**src/rtl/assert_macros.svh**
```systemverilog
// ----------------------------------------------------------------------------
// assertion macros
// clocked assertions that share the block clock and synchronous reset
// ----------------------------------------------------------------------------
`ifndef ASSERT_MACROS_SVH
`define ASSERT_MACROS_SVH

// property checked on every clock edge outside reset
`define BKD_ASSERT(label, prop, msg) \
   label: assert property (@(posedge clock) disable iff (reset) prop) \
      else $error(msg);

// same-cycle implication
`define BKD_ASSERT_IMPLIES(label, ante, cons, msg) \
   `BKD_ASSERT(label, (ante) |-> (cons), msg)

// next-cycle implication
`define BKD_ASSERT_NEXT(label, ante, cons, msg) \
   `BKD_ASSERT(label, (ante) |=> (cons), msg)

`endif

```
**src/rtl/bkd_pkg.sv**
```systemverilog
// ----------------------------------------------------------------------------
// bkd_pkg
// shared widths, constants and types of the base64 key decoder
// ----------------------------------------------------------------------------
package bkd_pkg;

   localparam int KEY_CHAR_W      = 8;
   localparam int SEXTET_W        = 6;
   localparam int COUNT_W         = 9;
   localparam int MAX_OUT_DEFAULT = 256;
   localparam int QUEUE_DEPTH     = 2;

   localparam int CSR_ADDR_W = 3;
   localparam int CSR_DATA_W = 32;
   localparam int CSR_IDX_W  = CSR_ADDR_W - 2;

   localparam logic [CSR_IDX_W-1:0] REG_OUT_LIMIT   = '0;
   localparam logic [COUNT_W-1:0]   OUT_LIMIT_RESET = COUNT_W'(255);

   localparam logic [KEY_CHAR_W-1:0] PRINT_LO = KEY_CHAR_W'(32);
   localparam logic [KEY_CHAR_W-1:0] PRINT_HI = KEY_CHAR_W'(126);

   typedef struct packed {
      logic [SEXTET_W-1:0] sextet;
      logic                bad;
      logic                last;
   } item_type;

   typedef struct packed {
      logic [KEY_CHAR_W-1:0] out_byte;
      logic                  byte_valid;
      logic                  done_res;
      logic                  stopped_early;
      logic [COUNT_W-1:0]    decoded_count;
      logic                  use_decoded;
   } result_type;

endpackage

```
**src/rtl/bkd_if.sv**
```systemverilog
// ----------------------------------------------------------------------------
// bkd_if
// valid/ready channels for key characters and decoded results
// ----------------------------------------------------------------------------
interface bkd_req_if;
   import bkd_pkg::*;

   logic                  valid;
   logic                  ready;
   logic [KEY_CHAR_W-1:0] key_char;
   logic                  last_char;

   modport source (output valid, output key_char, output last_char, input ready);
   modport sink   (input valid, input key_char, input last_char, output ready);
endinterface

interface bkd_rsp_if;
   import bkd_pkg::*;

   logic                  valid;
   logic                  ready;
   logic [KEY_CHAR_W-1:0] out_byte;
   logic                  byte_valid;
   logic                  done_res;
   logic                  stopped_early;
   logic [COUNT_W-1:0]    decoded_count;
   logic                  use_decoded;

   modport source (
      output valid, output out_byte, output byte_valid, output done_res,
      output stopped_early, output decoded_count, output use_decoded,
      input ready
   );
   modport sink (
      input valid, input out_byte, input byte_valid, input done_res,
      input stopped_early, input decoded_count, input use_decoded,
      output ready
   );
endinterface

```
**src/rtl/bkd_front.sv**
```systemverilog
// ----------------------------------------------------------------------------
// bkd_front
// accepts key characters and maps each to a six-bit value or a bad flag
// ----------------------------------------------------------------------------
module bkd_front (
   bkd_req_if.sink            req,
   output bkd_pkg::item_type  wr_data,
   output logic               wr_valid,
   input  logic               wr_ready
);
   import bkd_pkg::*;

   localparam logic [KEY_CHAR_W-1:0] CHAR_UPPER_A = KEY_CHAR_W'(8'h41);
   localparam logic [KEY_CHAR_W-1:0] CHAR_UPPER_Z = KEY_CHAR_W'(8'h5A);
   localparam logic [KEY_CHAR_W-1:0] CHAR_LOWER_A = KEY_CHAR_W'(8'h61);
   localparam logic [KEY_CHAR_W-1:0] CHAR_LOWER_Z = KEY_CHAR_W'(8'h7A);
   localparam logic [KEY_CHAR_W-1:0] CHAR_ZERO    = KEY_CHAR_W'(8'h30);
   localparam logic [KEY_CHAR_W-1:0] CHAR_NINE    = KEY_CHAR_W'(8'h39);
   localparam logic [KEY_CHAR_W-1:0] CHAR_PLUS    = KEY_CHAR_W'(8'h2B);
   localparam logic [KEY_CHAR_W-1:0] CHAR_SLASH   = KEY_CHAR_W'(8'h2F);

   localparam logic [KEY_CHAR_W-1:0] LOWER_BASE = KEY_CHAR_W'(26);
   localparam logic [KEY_CHAR_W-1:0] DIGIT_BASE = KEY_CHAR_W'(52);
   localparam logic [SEXTET_W-1:0]   PLUS_CODE  = SEXTET_W'(62);
   localparam logic [SEXTET_W-1:0]   SLASH_CODE = SEXTET_W'(63);

   // returns {bad, sextet}; sextet is zero for a bad character
   function automatic logic [SEXTET_W:0] classify(input logic [KEY_CHAR_W-1:0] c);
      logic [KEY_CHAR_W-1:0] d;
      d = '0;
      classify = {1'b1, {SEXTET_W{1'b0}}};
      if (c >= CHAR_UPPER_A && c <= CHAR_UPPER_Z) begin
         d = c - CHAR_UPPER_A;
         classify = {1'b0, d[SEXTET_W-1:0]};
      end else if (c >= CHAR_LOWER_A && c <= CHAR_LOWER_Z) begin
         d = c - CHAR_LOWER_A + LOWER_BASE;
         classify = {1'b0, d[SEXTET_W-1:0]};
      end else if (c >= CHAR_ZERO && c <= CHAR_NINE) begin
         d = c - CHAR_ZERO + DIGIT_BASE;
         classify = {1'b0, d[SEXTET_W-1:0]};
      end else if (c == CHAR_PLUS) begin
         classify = {1'b0, PLUS_CODE};
      end else if (c == CHAR_SLASH) begin
         classify = {1'b0, SLASH_CODE};
      end
   endfunction

   logic [SEXTET_W:0] class_w;

   assign class_w        = classify(req.key_char);
   assign wr_data.sextet = class_w[SEXTET_W-1:0];
   assign wr_data.bad    = class_w[SEXTET_W];
   assign wr_data.last   = req.last_char;
   assign wr_valid       = req.valid;
   assign req.ready      = wr_ready;

endmodule

```
**src/rtl/bkd_queue.sv**
```systemverilog
// ----------------------------------------------------------------------------
// bkd_queue
// short fifo of classified characters between front and back
// ----------------------------------------------------------------------------
module bkd_queue (
   input  logic               clock,
   input  logic               reset,
   input  bkd_pkg::item_type  wr_data,
   input  logic               wr_valid,
   output logic               wr_ready,
   output bkd_pkg::item_type  rd_data,
   output logic               rd_valid,
   input  logic               rd_ready
);
   import bkd_pkg::*;

   localparam int PTR_W = (QUEUE_DEPTH > 1) ? $clog2(QUEUE_DEPTH) : 1;
   localparam int CNT_W = $clog2(QUEUE_DEPTH + 1);

   item_type         entry_ff [QUEUE_DEPTH];
   logic [PTR_W-1:0] wr_ptr_ff, wr_ptr_in;
   logic [PTR_W-1:0] rd_ptr_ff, rd_ptr_in;
   logic [CNT_W-1:0] count_ff, count_in;
   logic             push, pop;

   assign wr_ready = (count_ff != CNT_W'(QUEUE_DEPTH));
   assign rd_valid = (count_ff != '0);
   assign rd_data  = entry_ff[rd_ptr_ff];
   assign push     = wr_valid && wr_ready;
   assign pop      = rd_valid && rd_ready;

   always_comb begin
      wr_ptr_in = wr_ptr_ff;
      rd_ptr_in = rd_ptr_ff;
      if (push) begin
         wr_ptr_in = (wr_ptr_ff == PTR_W'(QUEUE_DEPTH - 1)) ? '0 : wr_ptr_ff + PTR_W'(1);
      end
      if (pop) begin
         rd_ptr_in = (rd_ptr_ff == PTR_W'(QUEUE_DEPTH - 1)) ? '0 : rd_ptr_ff + PTR_W'(1);
      end
      count_in = count_ff + CNT_W'(push) - CNT_W'(pop);
   end

   always_ff @(posedge clock) begin
      if (reset) begin
         wr_ptr_ff <= '0;
         rd_ptr_ff <= '0;
         count_ff  <= '0;
      end else begin
         wr_ptr_ff <= wr_ptr_in;
         rd_ptr_ff <= rd_ptr_in;
         count_ff  <= count_in;
      end
   end

   always_ff @(posedge clock) begin
      if (push) begin
         entry_ff[wr_ptr_ff] <= wr_data;
      end
   end

endmodule

```
**src/rtl/bkd_back.sv**
```systemverilog
// ----------------------------------------------------------------------------
// bkd_back
// group state machine: builds bytes from sextets, tracks count and limit
// ----------------------------------------------------------------------------
module bkd_back #(
   parameter int MAX_OUT = bkd_pkg::MAX_OUT_DEFAULT
) (
   input  logic                           clock,
   input  logic                           reset,
   input  logic [bkd_pkg::COUNT_W-1:0]    out_limit,
   input  bkd_pkg::item_type              rd_data,
   input  logic                           rd_valid,
   output logic                           rd_ready,
   bkd_rsp_if.source                      rsp
);
   import bkd_pkg::*;

   localparam int MAX_W = $clog2(MAX_OUT + 1);
   localparam int LIM_W = ((MAX_W > COUNT_W) ? MAX_W : COUNT_W) + 1;
   localparam logic [LIM_W-1:0] MAX_OUT_L = LIM_W'(MAX_OUT);

   typedef enum logic [1:0] {
      SLOT_FIRST,
      SLOT_SECOND,
      SLOT_THIRD,
      SLOT_FOURTH
   } slot_type;

   slot_type            slot_ff, slot_in;
   logic [SEXTET_W-1:0] held_ff, held_in;
   logic                padded_ff, padded_in;
   logic                halted_ff, halted_in;
   logic [COUNT_W-1:0]  total_ff, total_in;
   logic                print_ff, print_in;
   logic                rsp_valid_ff, rsp_valid_in;
   result_type          result_ff, result_in;

   logic                  pop, emit, at_limit;
   logic [KEY_CHAR_W-1:0] byte_val;
   logic [LIM_W-1:0]      limit_ext, limit_eff, total_plus3;

   assign rd_ready    = !rsp_valid_ff || rsp.ready;
   assign pop         = rd_valid && rd_ready;
   assign limit_ext   = LIM_W'(out_limit);
   assign limit_eff   = (limit_ext < MAX_OUT_L) ? limit_ext : MAX_OUT_L;
   assign total_plus3 = LIM_W'(total_ff) + LIM_W'(3);
   assign at_limit    = (total_plus3 >= limit_eff);

   always_comb begin
      slot_in      = slot_ff;
      held_in      = held_ff;
      padded_in    = padded_ff;
      halted_in    = halted_ff;
      total_in     = total_ff;
      print_in     = print_ff;
      emit         = 1'b0;
      byte_val     = '0;
      result_in    = result_ff;
      rsp_valid_in = rsp.ready ? 1'b0 : rsp_valid_ff;
      if (pop) begin
         if (!halted_ff) begin
            case (slot_ff)
               SLOT_FIRST: begin
                  if (at_limit || rd_data.bad) begin
                     halted_in = 1'b1;
                  end else begin
                     held_in   = rd_data.sextet;
                     padded_in = 1'b0;
                     slot_in   = SLOT_SECOND;
                  end
               end
               SLOT_SECOND: begin
                  if (rd_data.bad) begin
                     halted_in = 1'b1;
                  end else begin
                     byte_val = {held_ff, rd_data.sextet[5:4]};
                     emit     = 1'b1;
                     held_in  = rd_data.sextet;
                     slot_in  = SLOT_THIRD;
                  end
               end
               SLOT_THIRD: begin
                  if (rd_data.bad) begin
                     padded_in = 1'b1;
                  end else begin
                     byte_val = {held_ff[3:0], rd_data.sextet[5:2]};
                     emit     = 1'b1;
                     held_in  = rd_data.sextet;
                  end
                  slot_in = SLOT_FOURTH;
               end
               SLOT_FOURTH: begin
                  if (!padded_ff && !rd_data.bad) begin
                     byte_val = {held_ff[1:0], rd_data.sextet};
                     emit     = 1'b1;
                  end
                  slot_in   = SLOT_FIRST;
                  padded_in = 1'b0;
                  held_in   = '0;
               end
               default: begin
                  slot_in = SLOT_FIRST;
               end
            endcase
            if (emit) begin
               total_in = total_ff + COUNT_W'(1);
               if (byte_val < PRINT_LO || byte_val > PRINT_HI) begin
                  print_in = 1'b0;
               end
            end
         end
         if (emit || rd_data.last) begin
            rsp_valid_in            = 1'b1;
            result_in.out_byte      = byte_val;
            result_in.byte_valid    = emit;
            result_in.done_res      = rd_data.last;
            result_in.stopped_early = halted_in;
            result_in.decoded_count = total_in;
            result_in.use_decoded   = rd_data.last && (total_in != '0) && print_in;
         end
         // end of string: back to a fresh string
         if (rd_data.last) begin
            slot_in   = SLOT_FIRST;
            held_in   = '0;
            padded_in = 1'b0;
            halted_in = 1'b0;
            total_in  = '0;
            print_in  = 1'b1;
         end
      end
   end

   always_ff @(posedge clock) begin
      if (reset) begin
         slot_ff      <= SLOT_FIRST;
         held_ff      <= '0;
         padded_ff    <= 1'b0;
         halted_ff    <= 1'b0;
         total_ff     <= '0;
         print_ff     <= 1'b1;
         rsp_valid_ff <= 1'b0;
      end else begin
         slot_ff      <= slot_in;
         held_ff      <= held_in;
         padded_ff    <= padded_in;
         halted_ff    <= halted_in;
         total_ff     <= total_in;
         print_ff     <= print_in;
         rsp_valid_ff <= rsp_valid_in;
      end
      result_ff <= result_in;
   end

   assign rsp.valid         = rsp_valid_ff;
   assign rsp.out_byte      = result_ff.out_byte;
   assign rsp.byte_valid    = result_ff.byte_valid;
   assign rsp.done_res      = result_ff.done_res;
   assign rsp.stopped_early = result_ff.stopped_early;
   assign rsp.decoded_count = result_ff.decoded_count;
   assign rsp.use_decoded   = result_ff.use_decoded;

endmodule

```
**src/rtl/base64_key_decoder.sv**
```systemverilog
// path: an accepted character is written into the queue, then its beat is registered in the back and driven on rsp
// throughput: one character per cycle while rsp takes its beats, set by the group update in the back
// a character that completes no byte and is not last gives no beat
// reset (synchronous): clears string state and queue, out_limit returns to 255
// ----------------------------------------------------------------------------
// base64_key_decoder
// streaming base64 key decoder with classify front, fifo and group back end
// ----------------------------------------------------------------------------
`include "assert_macros.svh"

module base64_key_decoder #(
   parameter int MAX_OUT = bkd_pkg::MAX_OUT_DEFAULT
) (
   input  logic                             clock,
   input  logic                             reset,
   bkd_req_if.sink                          req,
   bkd_rsp_if.source                        rsp,
   input  logic                             psel,
   input  logic                             penable,
   input  logic                             pwrite,
   input  logic [bkd_pkg::CSR_ADDR_W-1:0]   paddr,
   input  logic [bkd_pkg::CSR_DATA_W-1:0]   pwdata,
   output logic [bkd_pkg::CSR_DATA_W-1:0]   prdata,
   output logic                             pready
);
   import bkd_pkg::*;

   logic [COUNT_W-1:0]   out_limit_ff, out_limit_in;
   logic [CSR_IDX_W-1:0] csr_index;
   logic                 csr_write;

   item_type q_wr_data, q_rd_data;
   logic     q_wr_valid, q_wr_ready;
   logic     q_rd_valid, q_rd_ready;

   assign pready    = 1'b1;
   assign csr_index = paddr[CSR_ADDR_W-1:2];
   assign csr_write = psel && penable && pwrite && pready;
   assign prdata    = (csr_index == REG_OUT_LIMIT) ? CSR_DATA_W'(out_limit_ff) : '0;

   always_comb begin
      out_limit_in = out_limit_ff;
      if (csr_write && csr_index == REG_OUT_LIMIT) begin
         out_limit_in = pwdata[COUNT_W-1:0];
      end
   end

   always_ff @(posedge clock) begin
      if (reset) begin
         out_limit_ff <= OUT_LIMIT_RESET;
      end else begin
         out_limit_ff <= out_limit_in;
      end
   end

   bkd_front u_front (
      .req      (req),
      .wr_data  (q_wr_data),
      .wr_valid (q_wr_valid),
      .wr_ready (q_wr_ready)
   );

   bkd_queue u_queue (
      .clock    (clock),
      .reset    (reset),
      .wr_data  (q_wr_data),
      .wr_valid (q_wr_valid),
      .wr_ready (q_wr_ready),
      .rd_data  (q_rd_data),
      .rd_valid (q_rd_valid),
      .rd_ready (q_rd_ready)
   );

   bkd_back #(
      .MAX_OUT (MAX_OUT)
   ) u_back (
      .clock     (clock),
      .reset     (reset),
      .out_limit (out_limit_ff),
      .rd_data   (q_rd_data),
      .rd_valid  (q_rd_valid),
      .rd_ready  (q_rd_ready),
      .rsp       (rsp)
   );

   `BKD_ASSERT_NEXT(a_accept_fills_queue, req.valid && req.ready, q_rd_valid, "accepted char lost")
   `BKD_ASSERT_IMPLIES(a_use_needs_done, rsp.valid && rsp.use_decoded, rsp.done_res && rsp.decoded_count != 0, "use_decoded off done")
   `BKD_ASSERT_IMPLIES(a_byte_counted, rsp.valid && rsp.byte_valid, rsp.decoded_count != 0, "byte not counted")

endmodule

```
**src/flat_wrapper.sv**
```systemverilog
// flat-port wrapper written by rule: the top's interface ports become plain ports
module base64_key_decoder_flat import bkd_pkg::*;
#(
   parameter int MAX_OUT = bkd_pkg::MAX_OUT_DEFAULT
)
  (clock, reset, psel, penable, pwrite, paddr, pwdata, prdata, pready, req_valid, req_key_char, req_last_char, req_ready, rsp_valid, rsp_out_byte, rsp_byte_valid, rsp_done_res, rsp_stopped_early, rsp_decoded_count, rsp_use_decoded, rsp_ready);
  bkd_req_if req_i ();
  bkd_rsp_if rsp_i ();
  input  logic clock;
  input  logic reset;
  input  logic psel;
  input  logic penable;
  input  logic pwrite;
  input  logic [bkd_pkg::CSR_ADDR_W-1:0] paddr;
  input  logic [bkd_pkg::CSR_DATA_W-1:0] pwdata;
  output logic [bkd_pkg::CSR_DATA_W-1:0] prdata;
  output logic pready;
  input wire logic [$bits(req_i.valid)-1:0] req_valid;
  input wire logic [$bits(req_i.key_char)-1:0] req_key_char;
  input wire logic [$bits(req_i.last_char)-1:0] req_last_char;
  output wire logic [$bits(req_i.ready)-1:0] req_ready;
  output wire logic [$bits(rsp_i.valid)-1:0] rsp_valid;
  output wire logic [$bits(rsp_i.out_byte)-1:0] rsp_out_byte;
  output wire logic [$bits(rsp_i.byte_valid)-1:0] rsp_byte_valid;
  output wire logic [$bits(rsp_i.done_res)-1:0] rsp_done_res;
  output wire logic [$bits(rsp_i.stopped_early)-1:0] rsp_stopped_early;
  output wire logic [$bits(rsp_i.decoded_count)-1:0] rsp_decoded_count;
  output wire logic [$bits(rsp_i.use_decoded)-1:0] rsp_use_decoded;
  input wire logic [$bits(rsp_i.ready)-1:0] rsp_ready;
  assign req_i.valid = req_valid;
  assign req_i.key_char = req_key_char;
  assign req_i.last_char = req_last_char;
  assign req_ready = req_i.ready;
  assign rsp_valid = rsp_i.valid;
  assign rsp_out_byte = rsp_i.out_byte;
  assign rsp_byte_valid = rsp_i.byte_valid;
  assign rsp_done_res = rsp_i.done_res;
  assign rsp_stopped_early = rsp_i.stopped_early;
  assign rsp_decoded_count = rsp_i.decoded_count;
  assign rsp_use_decoded = rsp_i.use_decoded;
  assign rsp_i.ready = rsp_ready;
  base64_key_decoder #(.MAX_OUT(MAX_OUT)) u_core (.clock(clock), .reset(reset), .req(req_i), .rsp(rsp_i), .psel(psel), .penable(penable), .pwrite(pwrite), .paddr(paddr), .pwdata(pwdata), .prdata(prdata), .pready(pready));
endmodule
```
**config.mk**
```make
export PLATFORM = sky130hd
export DESIGN_NAME = base64_key_decoder_flat
export DESIGN_NICKNAME = d
export VERILOG_FILES = /design/src/rtl/bkd_pkg.sv /design/src/rtl/bkd_if.sv /design/src/rtl/bkd_front.sv /design/src/rtl/bkd_queue.sv /design/src/rtl/bkd_back.sv /design/src/rtl/base64_key_decoder.sv /design/src/flat_wrapper.sv
export VERILOG_INCLUDE_DIRS = /design/src /design/src/rtl
export SDC_FILE = /design/constraint.sdc
export NUM_CORES = 1
export LEC_CHECK = 0
export BUFFER_PORTS_ARGS = -buffer_cell sky130_fd_sc_hd__buf_2
export CELL_PAD_IN_SITES_DETAIL_PLACEMENT = 0
export CELL_PAD_IN_SITES_GLOBAL_PLACEMENT = 1
export CORE_ASPECT_RATIO = 0.8
export CORE_MARGIN = 1.5
export CORE_UTILIZATION = 44
export DETAILED_ROUTE_END_ITERATION = 7
export PLACE_DENSITY_LB_ADDON = 0.15
export SLEW_MARGIN = 10
export SYNTH_ARGS = -nofsm -noshare
export SYNTH_HDL_FRONTEND = slang
export SYNTH_SLANG_ARGS = --single-unit
```
**constraint.sdc**
```tcl
create_clock -name clock -period 4.45 [get_ports clock]
set_input_delay 0.6675 -clock clock [delete_from_list [all_inputs] [get_ports clock]]
set_output_delay 0.6675 -clock clock [all_outputs]
set_load 0.02 [all_outputs]
```
==> flow_metrics.py <==
metrics = {
    "run_status": {
        "status": "finished clean",
    },
    "placement": {
        "numPortBuffers": 57,
        "dp_hpwl_um": 7460,
        "pre_cts_ws_ns": 1.25,
        "place.gp.congestion": 0.847,
        "postPlaceCellArea_um2": 4770,
    },
    "floorplan": {
        "fp.dieArea_um2": 10900,
        "core_area_um2": 9810,
        "die_x_um": 116,
        "rows": 32,
        "die_h_um": 93.6,
        "start_util_pct": 46.0,
        "ios": 107,
    },
    "worst_setup_path": {
        "crit_cells": 12,
        "path_delay_family": "simple AND/OR/NAND/NOR gates",
        "reg2reg_to": "u_core.u_back.slot_ff[0]",
        "crit_path_end": "u_core.u_back.slot_ff[0]",
        "worstPathBufferInverterCount": 1,
        "crit_chain": "inv_1, ha_1, nor2_1, nand3_1, xnor2_1, ha_1, nand3_1, or3_1, o21a_1, a21oi_1, nor3_1, a32o_1",
        "setup.worst_path.class": "reg -> reg",
        "worstPathMaxFanout": 10,
        "ff2ff_path_depth": 12,
        "crit_slowest_cell": "dfxtp_1",
        "crit_start": "u_core.u_back.total_ff[0]",
        "r2r_slack_ns": 1.19,
        "r2r-start": "u_core.u_back.total_ff[0]",
        "crit_path_end_kind": "flop",
        "cp.arrival_ns": 3.48,
        "start_kind": "flop",
        "worstPathRequired_ns": 4.67,
        "cp_slowest_stage_delay_ns": 0.56,
    },
    "clock_network": {
        "cts.clk_slew.worst_paths_ns": 0.06,
        "htreeDepth": 3,
        "cts_setup_buffers": 0,
        "cts_hold_buf": 0,
        "numCtsBuffers": 9,
        "clock-sinks": 72,
        "cts_tree": "done",
        "clockBufferDepth": 2,
        "cts_root_buf": "clkbuf_16",
        "ctsResizeCount": 0,
        "clock_latency_ns": 0.33,
    },
    "drt": {
        "wl_per_cell_um": 14.8,
        "drt_iter0_markers": 239,
        "first_pass_iters": 5,
        "wl_um": 10000,
        "antenna_left": 0,
        "vias": 3585,
        "route.detailed.drc": 0,
        "via_per_inst": 5.27,
    },
    "timing": {
        "worstMarginPinSlew_ns": 0.845,
        "slew-limit-headroom_pct": 43.3,
        "fin_ws_ns": 1.19,
        "fmax_mhz": 307,
        "final_hold_viol_count": 0,
        "post-route-min-period_ns": 3.26,
        "drv_slew": 0,
        "rsz0062_at_grt": "no",
        "skew_ns": 0.0109,
        "setup_viol": 0,
        "finalSetupTns_ns": 0,
        "finalCritPeriodShare_pct": 73.2,
    },
    "final_layout": {
        "stdcell_area_um2": 5080,
        "syn_to_final_growth_pct": 12.6,
        "fin_nets": 616,
        "drive_above_1_share_pct": 15.8,
        "insertedDiodeCount": 0,
    },
    "power_and_ir_drop": {
        "ir_worst_vdd_v": 0.000181,
        "p_switching_w": 0.000784,
        "leakage_nw": 2.12,
        "p_clk_share_pct": 32.5,
        "p_comb_share_pct": 28.8,
        "p_per_area_nw_per_um2": 459,
        "swShare_pct": 33.6,
        "power_frac_seq_pct": 38.6,
        "p_int_w": 0.00155,
    },
    "hold_path": {
        "hold_path.class": "reg -> reg",
    },
    "global_routing": {
        "grt_pass1_vias": 3380,
        "grtUsageTotal_pct": 19.4,
        "antenna_found_initial": 0,
        "grt_max_degree": 27,
        "grt_pass1_wl_um": 16300,
        "grt.overflow.total": 0,
    },
    "logic_synthesis": {
        "ys_seq_elements": 72,
        "async_reset_ff_share_pct": 0,
        "syn_area_um2": 4510,
        "yosysSeqAreaShare_pct": 40.1,
        "synthFlopType": "edfxtp_1",
        "syn_area_per_cell_um2": 9.14,
        "synth_cells": 494,
        "synth_edf_count": 37,
        "ys_types": 69,
        "yosysWarnings": 0,
    },
    "flow_run": {
        "drv_cap": 0,
    },
}
[flip-flops by register name, summed over array words and instances, names as in the netlist, 2 cells and up, named ones only]
name	count
u_core.u_queue.entry_ff	16
u_core.out_limit_ff	9
u_core.u_back.rsp.decoded_count	9
u_core.u_back.total_ff	9
u_core.u_back.rsp.out_byte	8
u_core.u_back.held_ff	6
u_core.u_back.slot_ff	2
u_core.u_queue.count_ff	2
[cells in the mapped netlist (2+ instances only)]
cell type,n,area share [%]
nand2b_1,12,1.7
o211ai_1,3,0.50
nand2_1,55,4.6
nand4_1,4,0.55
a311oi_1,2,0.39
a2bb2oi_1,2,0.39
and2_1,3,0.42
o2111ai_1,4,0.78
or2_2,3,0.42
and3_1,4,0.55
buf_4,24,4.0
and3b_1,3,0.58
a21o_1,4,0.67
a211oi_1,3,0.50
a32o_1,2,0.44
nor2_1,51,4.2
clkbuf_8,2,0.61
a21oi_1,19,2.1
edfxtp_1,37,25
nor2b_1,14,1.9
o311a_2,2,0.50
dfxtp_1,35,16
clkinv_1,2,0.17
ha_1,26,7.2
nand3b_1,2,0.33
xnor2_1,14,2.7
o2bb2ai_1,2,0.39
clkbuf_1,18,1.5
o311a_1,2,0.44
nor3b_1,5,0.83
inv_1,18,1.5
o21ai_0,17,1.9
o21a_1,5,0.83
clkbuf_4,2,0.33
nand3_1,17,1.9
mux2i_2,2,0.61
a22oi_1,12,2.0
xor2_1,7,1.4
nor4b_1,3,0.58
nor3_1,9,1.0
conb_1,2,0.17
mux2i_1,14,3.1
[placed cells by master, fill, tap and decap left out, types with 3 or more instances in the layout]
cell and n:
xnor2_1 14, o211ai_1 3, nor3_1 9, a211oi_1 3
and3b_1 3, mux2i_1 14, clkbuf_16 9, a21o_1 4
o2111ai_1 4, nor2_1 51, buf_2 57, inv_1 18
nor2b_1 14, o21ai_0 17, xor2_1 7, nor4b_1 3
a21oi_1 19, and3_1 4, nand4_1 4, and2_1 3
nand3_1 17, nor3b_1 5, o21a_1 5, nand2b_1 12
edfxtp_1 37, ha_1 26, or2_2 3, nand2_1 55
conb_1 24, a22oi_1 12, dfxtp_1 35, buf_4 3
[kinds of logic (layout without fill, tap and decap cells)]
logic type               count (synthesis)  in the layout  synth area share, %
AND/OR/NAND/NOR                        195            195                 21.5
AO/OA/AOI/OAI                           93             93                 14.5
flip-flops                              72             72                 40.1
buffers and inverters                   68             96                 8.43
adder cells (fa/ha/maj)                 26             26                 7.21
XOR/XNOR                                21             21                 4.07
multiplexers                            17             17                 4.05
other                                    2             24                0.166
[how the worst min path moves through the flow]
stage / startpoint / endpoint / slack, ns / depth (start not counted)
6_report: u_core.out_limit_ff[8] / u_core.out_limit_ff[8] / 0.48 / 2
2_1_floorplan: u_core.out_limit_ff[0] / u_core.out_limit_ff[0] / 0.45 / 2
3_3_place_gp: u_core.out_limit_ff[8] / u_core.out_limit_ff[8] / 0.46 / 2
3_5_place_dp: u_core.out_limit_ff[8] / u_core.out_limit_ff[8] / 0.47 / 2
5_1_grt: u_core.out_limit_ff[8] / u_core.out_limit_ff[8] / 0.52 / 2
4_1_cts: u_core.out_limit_ff[2] / u_core.out_limit_ff[2] / 0.49 / 2
[through the flow]
step           power (W)  utilization, %  hold slack, ns  instances
6_report         0.00233            51.8           0.480        680
5_1_grt          0.00245            51.8           0.516        680
4_1_cts          0.00235            51.8           0.486        680
3_5_place_dp     0.00158            48.6           0.474        664
3_3_place_gp     0.00157            48.6           0.465        664
2_1_floorplan    0.00142               -           0.447        516
[power groups by stage]
stage / Clock (W) / Combinational (W) / Sequential [W]
floorplan: 0 / 0.000472 / 0.000944
global placement: 0 / 0.000662 / 0.000912
detailed placement: 0 / 0.000668 / 0.000915
CTS: 0.000772 / 0.000672 / 0.000901
global route: 0.000796 / 0.000739 / 0.000917
finish: 0.000758 / 0.000672 / 0.000901
[cell type report]
cell class              count  area [µm²]
flip-flops and latches     72        1810
clock buffers              11         233
inverters                  20        75.1
repair buffers             60         308
clock inverters             5        81.3
multi-input cells         376        2400
fillers                   946        4730
well taps                 136         170
[worst min-delay path, stage by stage, from the launching register on]
cell,delay [ns]
dfxtp_1,0.32
nand2_1,0.06
a21oi_1,0.06
[metal layers]
layer / part of all wire, % / track usage [%] / vias to the layer above
met1: 51 / 28.8 / 1636
met4: 0.96 / 6.00 / 0
met2: 42 / 28.8 / 144
li1: - / - / 1796
met5: 0 / 0 / -
met3: 6.3 / 2.98 / 9
No activity file was read; power rests on OpenSTA's default activity.
